$ cat src/design/gfr_pkg.sv
// Shared types and helpers for the formatted UTF-8 glyph framer.
// No dependencies; used by gfr_step, gfr_skid and the top level.
`timescale 1ns / 1ps
`default_nettype none

package gfr_pkg;

	localparam logic [7:0] END_BYTE    = 8'hFF;
	localparam logic [1:0] FMT_PREFIX  = 2'b10;

	// Flag vector positions, bold at the top.
	localparam int FLAG_BOLD      = 6;
	localparam int FLAG_ITALIC    = 5;
	localparam int FLAG_UNDERLINE = 4;
	localparam int FLAG_STRIKE    = 3;
	localparam int FLAG_OVERLINE  = 2;
	localparam int FLAG_SUPER     = 1;
	localparam int FLAG_SUB       = 0;

	typedef struct packed {
		logic       after_format;
		logic [2:0] bytes_remaining;
		logic [3:0] length_so_far;
		logic [6:0] format_flags;
	} gfr_state_t;

	typedef struct packed {
		logic [7:0] out_byte;
		logic       last_of_glyph;
		logic [3:0] glyph_length;
		logic       end_marker;
		logic       has_format;
		logic [6:0] flags;
	} gfr_res_t;

	// Count of leading ones, 0..8.
	function automatic logic [3:0] lead_ones(input logic [7:0] b);
		logic [3:0] n;
		n = 4'd0;
		casez (b)
			8'b0???_????: n = 4'd0;
			8'b10??_????: n = 4'd1;
			8'b110?_????: n = 4'd2;
			8'b1110_????: n = 4'd3;
			8'b1111_0???: n = 4'd4;
			8'b1111_10??: n = 4'd5;
			8'b1111_110?: n = 4'd6;
			8'b1111_1110: n = 4'd7;
			default:      n = 4'd8;
		endcase
		return n;
	endfunction

	function automatic logic [6:0] decode_format(input logic [7:0] b);
		logic [6:0] f;
		f = '0;
		f[FLAG_BOLD]      = b[5];
		f[FLAG_ITALIC]    = b[4];
		f[FLAG_UNDERLINE] = b[3];
		f[FLAG_STRIKE]    = b[2];
		f[FLAG_OVERLINE]  = b[1] & b[0];
		f[FLAG_SUPER]     = b[1] & ~b[0];
		f[FLAG_SUB]       = b[0] & ~b[1];
		return f;
	endfunction

endpackage

`default_nettype wire

$ cat src/design/gfr_step.sv
// Per-byte framing logic: current state plus one byte in, result word and next state out.
// Depends on gfr_pkg.
`timescale 1ns / 1ps
`default_nettype none

module gfr_step import gfr_pkg::*; (
	input  wire logic [7:0] data_byte,
	input  wire logic       end_of_stream,
	input  wire gfr_state_t cur,
	output gfr_state_t      nxt,
	output gfr_res_t        res
);

	logic [3:0] k;
	logic [3:0] len_inc;
	logic [2:0] rem_dec;

	assign k       = lead_ones(data_byte);
	assign len_inc = cur.length_so_far + 4'd1;
	assign rem_dec = cur.bytes_remaining - 3'd1;

	always_comb begin
		nxt               = cur;
		res.out_byte      = data_byte;
		res.last_of_glyph = 1'b0;
		res.glyph_length  = 4'd0;
		res.end_marker    = 1'b0;
		res.has_format    = cur.after_format;
		res.flags         = cur.format_flags;

		if (end_of_stream) begin
			nxt = '0;
			res = '0;
			res.end_marker = 1'b1;
		end else if (cur.bytes_remaining != 3'd0) begin
			// continuation byte
			if (rem_dec == 3'd0) begin
				nxt = '0;
				res.last_of_glyph = 1'b1;
				res.glyph_length  = len_inc;
			end else begin
				nxt.bytes_remaining = rem_dec;
				nxt.length_so_far   = len_inc;
			end
		end else if (cur.after_format) begin
			// character lead following a format byte
			if (k <= 4'd1) begin
				nxt = '0;
				res.last_of_glyph = 1'b1;
				res.glyph_length  = len_inc;
			end else begin
				nxt.bytes_remaining = 3'(k - 4'd1);
				nxt.length_so_far   = len_inc;
			end
		end else if (data_byte == END_BYTE) begin
			nxt = '0;
			res = '0;
			res.end_marker = 1'b1;
		end else if (!data_byte[7]) begin
			nxt = '0;
			res.last_of_glyph = 1'b1;
			res.glyph_length  = 4'd1;
			res.has_format    = 1'b0;
			res.flags         = '0;
		end else if (data_byte[7:6] == FMT_PREFIX) begin
			nxt.after_format    = 1'b1;
			nxt.bytes_remaining = 3'd0;
			nxt.length_so_far   = 4'd1;
			nxt.format_flags    = decode_format(data_byte);
			res.has_format      = 1'b1;
			res.flags           = decode_format(data_byte);
		end else begin
			nxt.after_format    = 1'b0;
			nxt.bytes_remaining = 3'(k - 4'd1);
			nxt.length_so_far   = 4'd1;
			nxt.format_flags    = '0;
			res.has_format      = 1'b0;
			res.flags           = '0;
		end
	end

endmodule

`default_nettype wire

$ cat src/design/gfr_skid.sv
// Output register with one skid entry; source stall is registered.
// Depends on gfr_pkg.
`timescale 1ns / 1ps
`default_nettype none

module gfr_skid import gfr_pkg::*; (
	input  wire logic     clk,
	input  wire logic     arst_n,
	input  wire logic     push,
	input  wire gfr_res_t push_word,
	output logic          full,
	output logic          dst_valid,
	input  wire logic     dst_stall,
	output gfr_res_t      dst_word
);

	logic     out_valid_q;
	gfr_res_t out_word_q;
	logic     skid_valid_q;
	gfr_res_t skid_word_q;
	logic     pop;

	assign pop       = out_valid_q & ~dst_stall;
	assign full      = skid_valid_q;
	assign dst_valid = out_valid_q;
	assign dst_word  = out_word_q;

	always_ff @(posedge clk or negedge arst_n) begin
		if (!arst_n) begin
			out_valid_q  <= 1'b0;
			skid_valid_q <= 1'b0;
		end else begin
			if (pop || !out_valid_q) begin
				if (skid_valid_q) begin
					out_valid_q  <= 1'b1;
					skid_valid_q <= 1'b0;
				end else begin
					out_valid_q <= push;
				end
			end else if (push) begin
				skid_valid_q <= 1'b1;
			end
		end
	end

	always_ff @(posedge clk) begin
		if (pop || !out_valid_q) begin
			if (skid_valid_q) begin
				out_word_q <= skid_word_q;
			end else if (push) begin
				out_word_q <= push_word;
			end
		end else if (push) begin
			skid_word_q <= push_word;
		end
	end

	assert property (@(posedge clk) disable iff (!arst_n) skid_valid_q |-> out_valid_q)
		else $error("skid entry held without output entry");
	assert property (@(posedge clk) disable iff (!arst_n)
		(out_valid_q && dst_stall && !skid_valid_q && push) |=> skid_valid_q)
		else $error("word pushed under stall was not captured");

endmodule

`default_nettype wire

$ cat src/design/formatted_utf8_glyph_framer.sv
// Formatted UTF-8 glyph framer, top level.
// The glyph state update is a single pass of logic; each accepted byte's result is
// registered in the output or skid register. One byte per cycle unless stalled.
// src_stall rises only when the one-entry skid behind the output register is full.
// Reset (arst_n low, asynchronous): glyph state idle, output and skid empty.
`timescale 1ns / 1ps
`default_nettype none

module formatted_utf8_glyph_framer import gfr_pkg::*; (
	input  wire logic       clk,
	input  wire logic       arst_n,
	// byte channel in
	input  wire logic       src_valid,
	output logic            src_stall,
	input  wire logic [7:0] data_byte,
	input  wire logic       end_of_stream,
	// result channel out
	output logic            dst_valid,
	input  wire logic       dst_stall,
	output logic [7:0]      out_byte,
	output logic            last_of_glyph,
	output logic [3:0]      glyph_length,
	output logic            end_marker,
	output logic            has_format,
	output logic            bold,
	output logic            italic,
	output logic            underline,
	output logic            strike,
	output logic            overline,
	output logic            superscript,
	output logic            subscript
);

	// Glyph tracking state: format seen, continuation count, length, flags.
	gfr_state_t state_q;
	gfr_state_t state_nxt;
	gfr_res_t   res;
	gfr_res_t   out_word;
	logic       accept;
	logic       full;

	assign src_stall = full;
	assign accept    = src_valid & ~full;

	gfr_step u_step (
		.data_byte     (data_byte),
		.end_of_stream (end_of_stream),
		.cur           (state_q),
		.nxt           (state_nxt),
		.res           (res)
	);

	// State advances only on an accepted byte.
	always_ff @(posedge clk or negedge arst_n) begin
		if (!arst_n) begin
			state_q <= '0;
		end else if (accept) begin
			state_q <= state_nxt;
		end
	end

	gfr_skid u_skid (
		.clk       (clk),
		.arst_n    (arst_n),
		.push      (accept),
		.push_word (res),
		.full      (full),
		.dst_valid (dst_valid),
		.dst_stall (dst_stall),
		.dst_word  (out_word)
	);

	// Unpack the result word onto the field ports.
	assign out_byte      = out_word.out_byte;
	assign last_of_glyph = out_word.last_of_glyph;
	assign glyph_length  = out_word.glyph_length;
	assign end_marker    = out_word.end_marker;
	assign has_format    = out_word.has_format;
	assign bold          = out_word.flags[FLAG_BOLD];
	assign italic        = out_word.flags[FLAG_ITALIC];
	assign underline     = out_word.flags[FLAG_UNDERLINE];
	assign strike        = out_word.flags[FLAG_STRIKE];
	assign overline      = out_word.flags[FLAG_OVERLINE];
	assign superscript   = out_word.flags[FLAG_SUPER];
	assign subscript     = out_word.flags[FLAG_SUB];

	// A glyph in progress always has at least one byte counted.
	assert property (@(posedge clk) disable iff (!arst_n)
		(state_q.bytes_remaining != 3'd0) |-> (state_q.length_so_far != 4'd0))
		else $error("continuation pending with zero glyph length");
	// End words carry no length and no last mark.
	assert property (@(posedge clk) disable iff (!arst_n)
		(dst_valid && end_marker) |-> (!last_of_glyph && glyph_length == 4'd0))
		else $error("end word carries glyph data");
	// The last byte of a glyph reports a nonzero length.
	assert property (@(posedge clk) disable iff (!arst_n)
		(dst_valid && last_of_glyph) |-> (glyph_length != 4'd0))
		else $error("last byte with zero length");
	// End of stream always returns the framer to idle.
	assert property (@(posedge clk) disable iff (!arst_n)
		(accept && end_of_stream) |=> (state_q == '0))
		else $error("state not cleared after end of stream");

endmodule

`default_nettype wire
$ cat config.mk
export PLATFORM = sky130hd
export DESIGN_NAME = formatted_utf8_glyph_framer
export DESIGN_NICKNAME = d
export VERILOG_FILES = /design/src/design/gfr_pkg.sv /design/src/design/gfr_step.sv /design/src/design/gfr_skid.sv /design/src/design/formatted_utf8_glyph_framer.sv
export SDC_FILE = /design/constraint.sdc
export NUM_CORES = 1
export LEC_CHECK = 0
export ABC_AREA = 1
export BUFFER_PORTS_ARGS = -buffer_cell sky130_fd_sc_hd__buf_2
export CORE_UTILIZATION = 62
export CTS_CLUSTER_DIAMETER = 100
export DETAILED_ROUTE_END_ITERATION = 8
export GPL_ROUTABILITY_DRIVEN = 1
export GPL_TIMING_DRIVEN = 0
export MAX_ROUTING_LAYER = met4
export PLACE_DENSITY = 0.86
export RECOVER_POWER = 100
export SLEW_MARGIN = 40
export SYNTH_ARGS = -nofsm -noshare
export SYNTH_HDL_FRONTEND = slang
export SYNTH_SLANG_ARGS = --single-unit
$ cat constraint.sdc
create_clock -name clk -period 6.5 [get_ports clk]
set_input_delay 0.325 -clock clk [delete_from_list [all_inputs] [get_ports clk]]
set_output_delay 0.325 -clock clk [all_outputs]
set_load 0.01 [all_outputs]
# Word-level counts from Yosys, hierarchy flattened
# Index checks and enable logic that the tools add are counted.
dict set report totals {
  register_bits 61
  latchBits 0
  ramBits 0
  romBits 0
  word_cells 87
  mem_count 0
}
dict set report op_classes {
  add_sub_neg 3
  multipliers 0
  div_mod_pow 0
  n_lt_le_gt_ge 1
  n_eq_ne 10
  n_shift 0
  mux 34
  bitwise 11
  reduce_logical 10
}
# operator n
set op_table {}
lappend op_table {{$mux W15} 6}
lappend op_table {{$mux W22} 3}
lappend op_table {{$mux W8} 6}
lappend op_table {{$pmux W4 S8} 1}
lappend op_table {{$mux W5} 6}
lappend op_table {{$mux W7} 4}
lappend op_table {{$mux W9} 2}
lappend op_table {{$eq A8 B8 Y1 const B} 2}
lappend op_table {{$eq A7 B7 Y1 const B} 1}
lappend op_table {{$eq A6 B6 Y1 const B} 1}
lappend op_table {{$mux W1} 6}
lappend op_table {{$not A1 Y1} 6}
lappend op_table {{$reduce_and A2 Y1} 3}
lappend op_table {{$sub A3 B1 Y3 const B} 2}
lappend op_table {{$and A1 B1 Y1} 5}
lappend op_table {{$eq A5 B5 Y1 const B} 1}
lappend op_table {{$add A4 B1 Y4 const B} 1}
lappend op_table {{$eq A4 B4 Y1 const B} 1}
lappend op_table {{$le A4 B1 Y1 const B} 1}
lappend op_table {{$ne A4 B2 Y1 const B} 1}
lappend op_table {{$reduce_bool A2 Y1} 2}
lappend op_table {{$eq A3 B3 Y1 const B} 1}
lappend op_table {{$logic_not A3 Y1} 1}
lappend op_table {{$ne A3 B3 Y1 const B} 1}
lappend op_table {{5 further kinds} 5}

# Logic depth before layout (Yosys ltp)
dict set report logic_depth {
  word_depth 10
  depth_mapped 15
  depth_no_buf 15
}

# By module
# A second synthesis with hierarchy kept.
dict set report hier_totals {
  hier_cells 353
  area_unflattened_um2 3151.8
}
# module n_inst cells_per_inst area_per_inst_um2 seq_area_each_um2
set by_module_without_submodules {}
lappend by_module_without_submodules {gfr_skid 1 125 1690.4 1371.3}
lappend by_module_without_submodules {gfr_step 1 161 813.3 0.0}
lappend by_module_without_submodules {formatted_utf8_glyph_framer 1 67 648.1 375.4}

# Worst setup path before layout
# No wires, ideal clock.
dict set report synth_timing {
  kind {reg2reg}
  startpoint {reg u_skid.skid_valid_q (netlist: u_skid.full)}
  endpoint {reg u_skid.out_word_q, in the netlist u_skid.dst_word[0] (enable)}
  setup_ps 408
  arrival_ps 1760
  required_time_ps 6092
  path_slack_ps 4332
  stages_incl_launch_ff 4
  synth_period_minus_slack_ps 2168
  path_cell_list {dfrtp_1 > buf_2 > nor2_1 > a21oi_1}
}
dict set report synth_via {
  elab_chain_cells 4
}
# item line
set synth_lines {}
lappend synth_lines {{start, declared} gfr_skid.sv:19} ;# logic skid_valid_q;
lappend synth_lines {{start signal, assigned} gfr_skid.sv:31} ;# skid_valid_q <= 1'b0;
lappend synth_lines {{start signal, assigned} gfr_skid.sv:36} ;# skid_valid_q <= 1'b0;
lappend synth_lines {{start signal, assigned} gfr_skid.sv:41} ;# skid_valid_q <= 1'b1;
lappend synth_lines {{$not A1 Y1} formatted_utf8_glyph_framer.sv:43} ;# assign accept = src_valid & ~full;
lappend synth_lines {{$and A1 B1 Y1} formatted_utf8_glyph_framer.sv:43}
lappend synth_lines {{$reduce_bool A2 Y1 (no line) (*)} -}
lappend synth_lines {{$reduce_and A2 Y1 (no line) (*)} -}
lappend synth_lines {{end signal, assigned} gfr_skid.sv:49} ;# out_word_q <= skid_word_q;
lappend synth_lines {{end signal, assigned} gfr_skid.sv:51} ;# out_word_q <= push_word;
lappend synth_lines {{end, declared} gfr_skid.sv:18} ;# gfr_res_t out_word_q;
# Mark *: on every way between the ends. The rest lies on a longest branch, timed or not.
# A chain may end at the register's enable or synchronous reset.

# Worst setup path in the final report
dict set report layout_timing {
  startpoint {reg state_q[11] (netlist bit)}
  endpoint {reg u_skid.out_word_q, in the netlist u_skid.dst_word[6] (data pin)}
}
dict set report layout_via {
  elab_chain_cells 5
}
# item line
set layout_lines {}
lappend layout_lines {{start, declared} formatted_utf8_glyph_framer.sv:35} ;# gfr_state_t state_q;
lappend layout_lines {{start signal, assigned} formatted_utf8_glyph_framer.sv:58} ;# state_q <= state_nxt;
lappend layout_lines {{$reduce_bool A3 Y1} gfr_step.sv:35} ;# end else if (cur.bytes_remaining != 3'd0) begin
lappend layout_lines {{$mux W9} gfr_step.sv:35}
lappend layout_lines {{$mux W22} gfr_step.sv:31} ;# if (end_of_stream) begin
lappend layout_lines {{$mux W22} gfr_skid.sv:50} ;# end else if (push) begin
lappend layout_lines {{$mux W22} gfr_skid.sv:48} ;# if (skid_valid_q) begin
# No other way between the ends. The select of a mux whose other input is x is not followed.

==> run_results.csv <==
group,metric,value,unit
sta,worst_slack,3.80,ns
synth,yosys.cell_types.count,33,
cts,cts_tree,"yes",
hold_path,worstHoldStart,"src_valid",
global_routing,grt_use_total,0.265,
hold_path,whs_path_depth,3,
critical_path,critPathSlowestCell,"nor3_1",
cts,cts_htree_levels,3,
sta,fmax,371,MHz
sta,finalCriticalPeriod,2.70,ns
sta,worst_pin_slew,1.17,ns
cts,cts_sinks,61,
sta,clock_skew,0.0127,ns
critical_path,rr_endpoint,"u_skid.dst_word[6]$_DFFE_PP_",
job,drv_cap,0,
synth,yosysWarnings,0,
global_routing,grt_pass1_wl,9.61,mm
floorplanning,fp.dieW,71.0,µm
critical_path,critPathCaptureType,"register",
sta,rsz0062_at_grt,"no",
final_layout,fin_nets,372,
sta,slew_headroom,0.219,
power,power.density,318,nW/µm²
run_status,violations,"design-rule violations",
synth,netlist_area,2960,µm²
place,portBuffers,36,
synth,ys_seq_elements,61,
drt,drtIter0Drc,181,
final_layout,diodes,0,
critical_path,cp.arrival,2.87,ns
floorplanning,initial_utilization,0.661,
power,p_leak,0.00144,µW
global_routing,grt_max_degree,23,
synth,synth_top_area_cell,"edfxtp_1",
synth,synthCells,303,
place,gp_congestion,0.948,
floorplanning,die_h,71.0,µm
global_routing,gr-total-overflow,0,
drt,vias_per_cell,5.53,
synth,syn_nets,322,
final_layout,fin_util,0.728,
sta,final-hold-violation-count,0,
final_layout,area_growth,10.2,%
floorplanning,ios,37,
cts,numCtsBuffers,9,
floorplanning,coreArea,4470,µm²
hold_path,hold_class,"input pin to register",
sta,setup_violations,0,
cts,clk_latency,0.34,ns
critical_path,critical_path.max_stage_delay,0.66,ns
drt,dr.pass1.iters,9,
synth,synth_area_leaders,"edfxtp_1, dfrtp_1, nand2_1",
synth,synth_top_area_share,0.447,
sta,fin_setup_tns,0,ns
drt,drt-wirelength-per-cell,14.3,µm
critical_path,r2r_cells,8,
global_routing,antenna_found_initial,0,
cts,clock-root-buffer,"clkbuf_8",
critical_path,critPathKind,"register to register",
hold_path,worstHoldEndpoint,"u_skid.dst_valid$_DFFE_PN0N_",
drt,routed_wl,5.87,mm
final_layout,drive_above_1_share,0.103,
power,vdd_drop_max,0.000181,V
floorplanning,die-area,5050,µm²
drt,antenna_left,0,
global_routing,grt_pass1_vias,2106,
critical_path,crit_path_max_fanout,10,
synth,seq_area_frac_synth,0.591,
critical_path,crit_required,6.68,ns
critical_path,r2r_start,"state_q[11]$_DFFE_PN0P_",
drt,drc,5,
sta,period_share,0.415,
critical_path,path_delay_family,"simple AND/OR/NAND/NOR gates",
critical_path,worst-r2r-setup-slack,3.80,ns
critical_path,setup.worst_path.start_class,"register",
drt,via_count,2266,
final_layout,final_common_cell,"nand2_1",
sta,drv_slew,0,
sta,finalHoldWorstSlack,0.221,ns
cts,clockBufferDepth,2,
floorplanning,rows,24,
cts,cts.clk_slew.worst_paths,0.07,ns
place,place_ws,4.04,ns
place,hpwlAfterDp,4.25,mm
power,power.total,1040,µW
critical_path,cp_cell_sequence,"inv_1 > ha_1 > inv_1 > nor2_1 > nand2_1 > nor3_1 > nand2_1 > a31oi_1",
critical_path,critPathBufInv,2,
final_layout,layout_common_cells,"nand2_1, edfxtp_1, nor2_1",
run_status,status,"finished, violations left",
synth,syn_area_per_cell,9.75,µm²
[metal layers]
metal | global-route usage | vias to the layer above | wire length, µm
met3 | 0.0826 | 9 | 378
met5 | - | - | 0
met1 | 0.319 | 1064 | 2460
li1 | - | 1110 | -
met2 | 0.416 | 83 | 2930
met4 | 0.116 | 0 | 95
[state kept, by name, summed over array words and instances (netlist names)]
signal / count
state_q: 15
u_skid.dst_valid: 1
u_skid.dst_word: 22
u_skid.full: 1
u_skid.skid_word_q: 22
[area by class of cell]
class | instances | area (µm²)
Clock buffer | 11 | 131
Buffer | 7 | 46.3
Fill cell | 347 | 1220
Multi-Input combinational cell | 207 | 970
Inverter | 28 | 106
Timing Repair Buffer | 39 | 165
Clock inverter | 5 | 27.5
Sequential cell | 61 | 1750
Tap cell | 52 | 65.1
[stage by stage]
stage               instances  instance area (µm²)
finish                    410                 3260
global route              410                 3260
CTS                       410                 3420
detailed placement        393                 3250
global placement          391                 3200
floorplan                 303                 2960
[cell families after synthesis]
family,Yosys count,synth area share
flip-flops,61,0.591
AND/OR/NAND/NOR,167,0.257
adder cells (fa/ha/maj),6,0.0254
XOR/XNOR,3,0.00889
buffers and inverters,35,0.0525
AO/OA/AOI/OAI,31,0.0648
[tightest hold or removal path, stage by stage]
cell and delay [ns]:
buf_2 0.09, nor2_1 0.06, nand2_1 0.06
[what timing repair did]
item                                    CTS  global route
hold endpoints to repair                 17             0
gates resized for setup                   0             0
endpoints found under the setup margin    0             0
hold buffers                              1             0
buffers inserted                          0             0
[how the worst max path moves through the flow]
stage	startpoint	endpoint	slack, ns	depth (start not counted)
after detailed placement	data_byte[4]	u_skid.dst_word[11]$_DFFE_PP_	4.04	15
after global routing	state_q[11]$_DFFE_PN0P_	state_q[5]$_DFFE_PN0P_	3.48	8
after CTS	data_byte[4]	u_skid.dst_word[11]$_DFFE_PP_	4.38	15
final	state_q[11]$_DFFE_PN0P_	u_skid.dst_word[6]$_DFFE_PP_	3.80	8
after floorplan	u_skid.full$_DFFE_PN0P_	u_skid.dst_word[0]$_DFFE_PP_	4.33	3
after global placement	u_skid.full$_DFFE_PN0P_	u_skid.dst_word[1]$_DFFE_PP_	4.01	3
[Yosys cell counts, drive strengths merged]
cell type	number
nand2	102
edfxtp	44
nor2	37
inv	28
nand3	22
dfrtp	17
o21ai	15
a31oi	9
buf	6
ha	6
nand4	3
nor3	3
a21oi	2
xor2	2
a211oi	1
a21boi	1
clkbuf	1
o21a	1
o22ai	1
o32ai	1
xnor2	1
[power by group]
part / leakage (µW) / switching [µW] / internal, µW
combinational: 0.000706 / 183 / 81.1
clock: 0.0000845 / 140 / 136
sequential: 0.000654 / 25.1 / 471
Note: power is estimated with default switching activity, not from simulation.
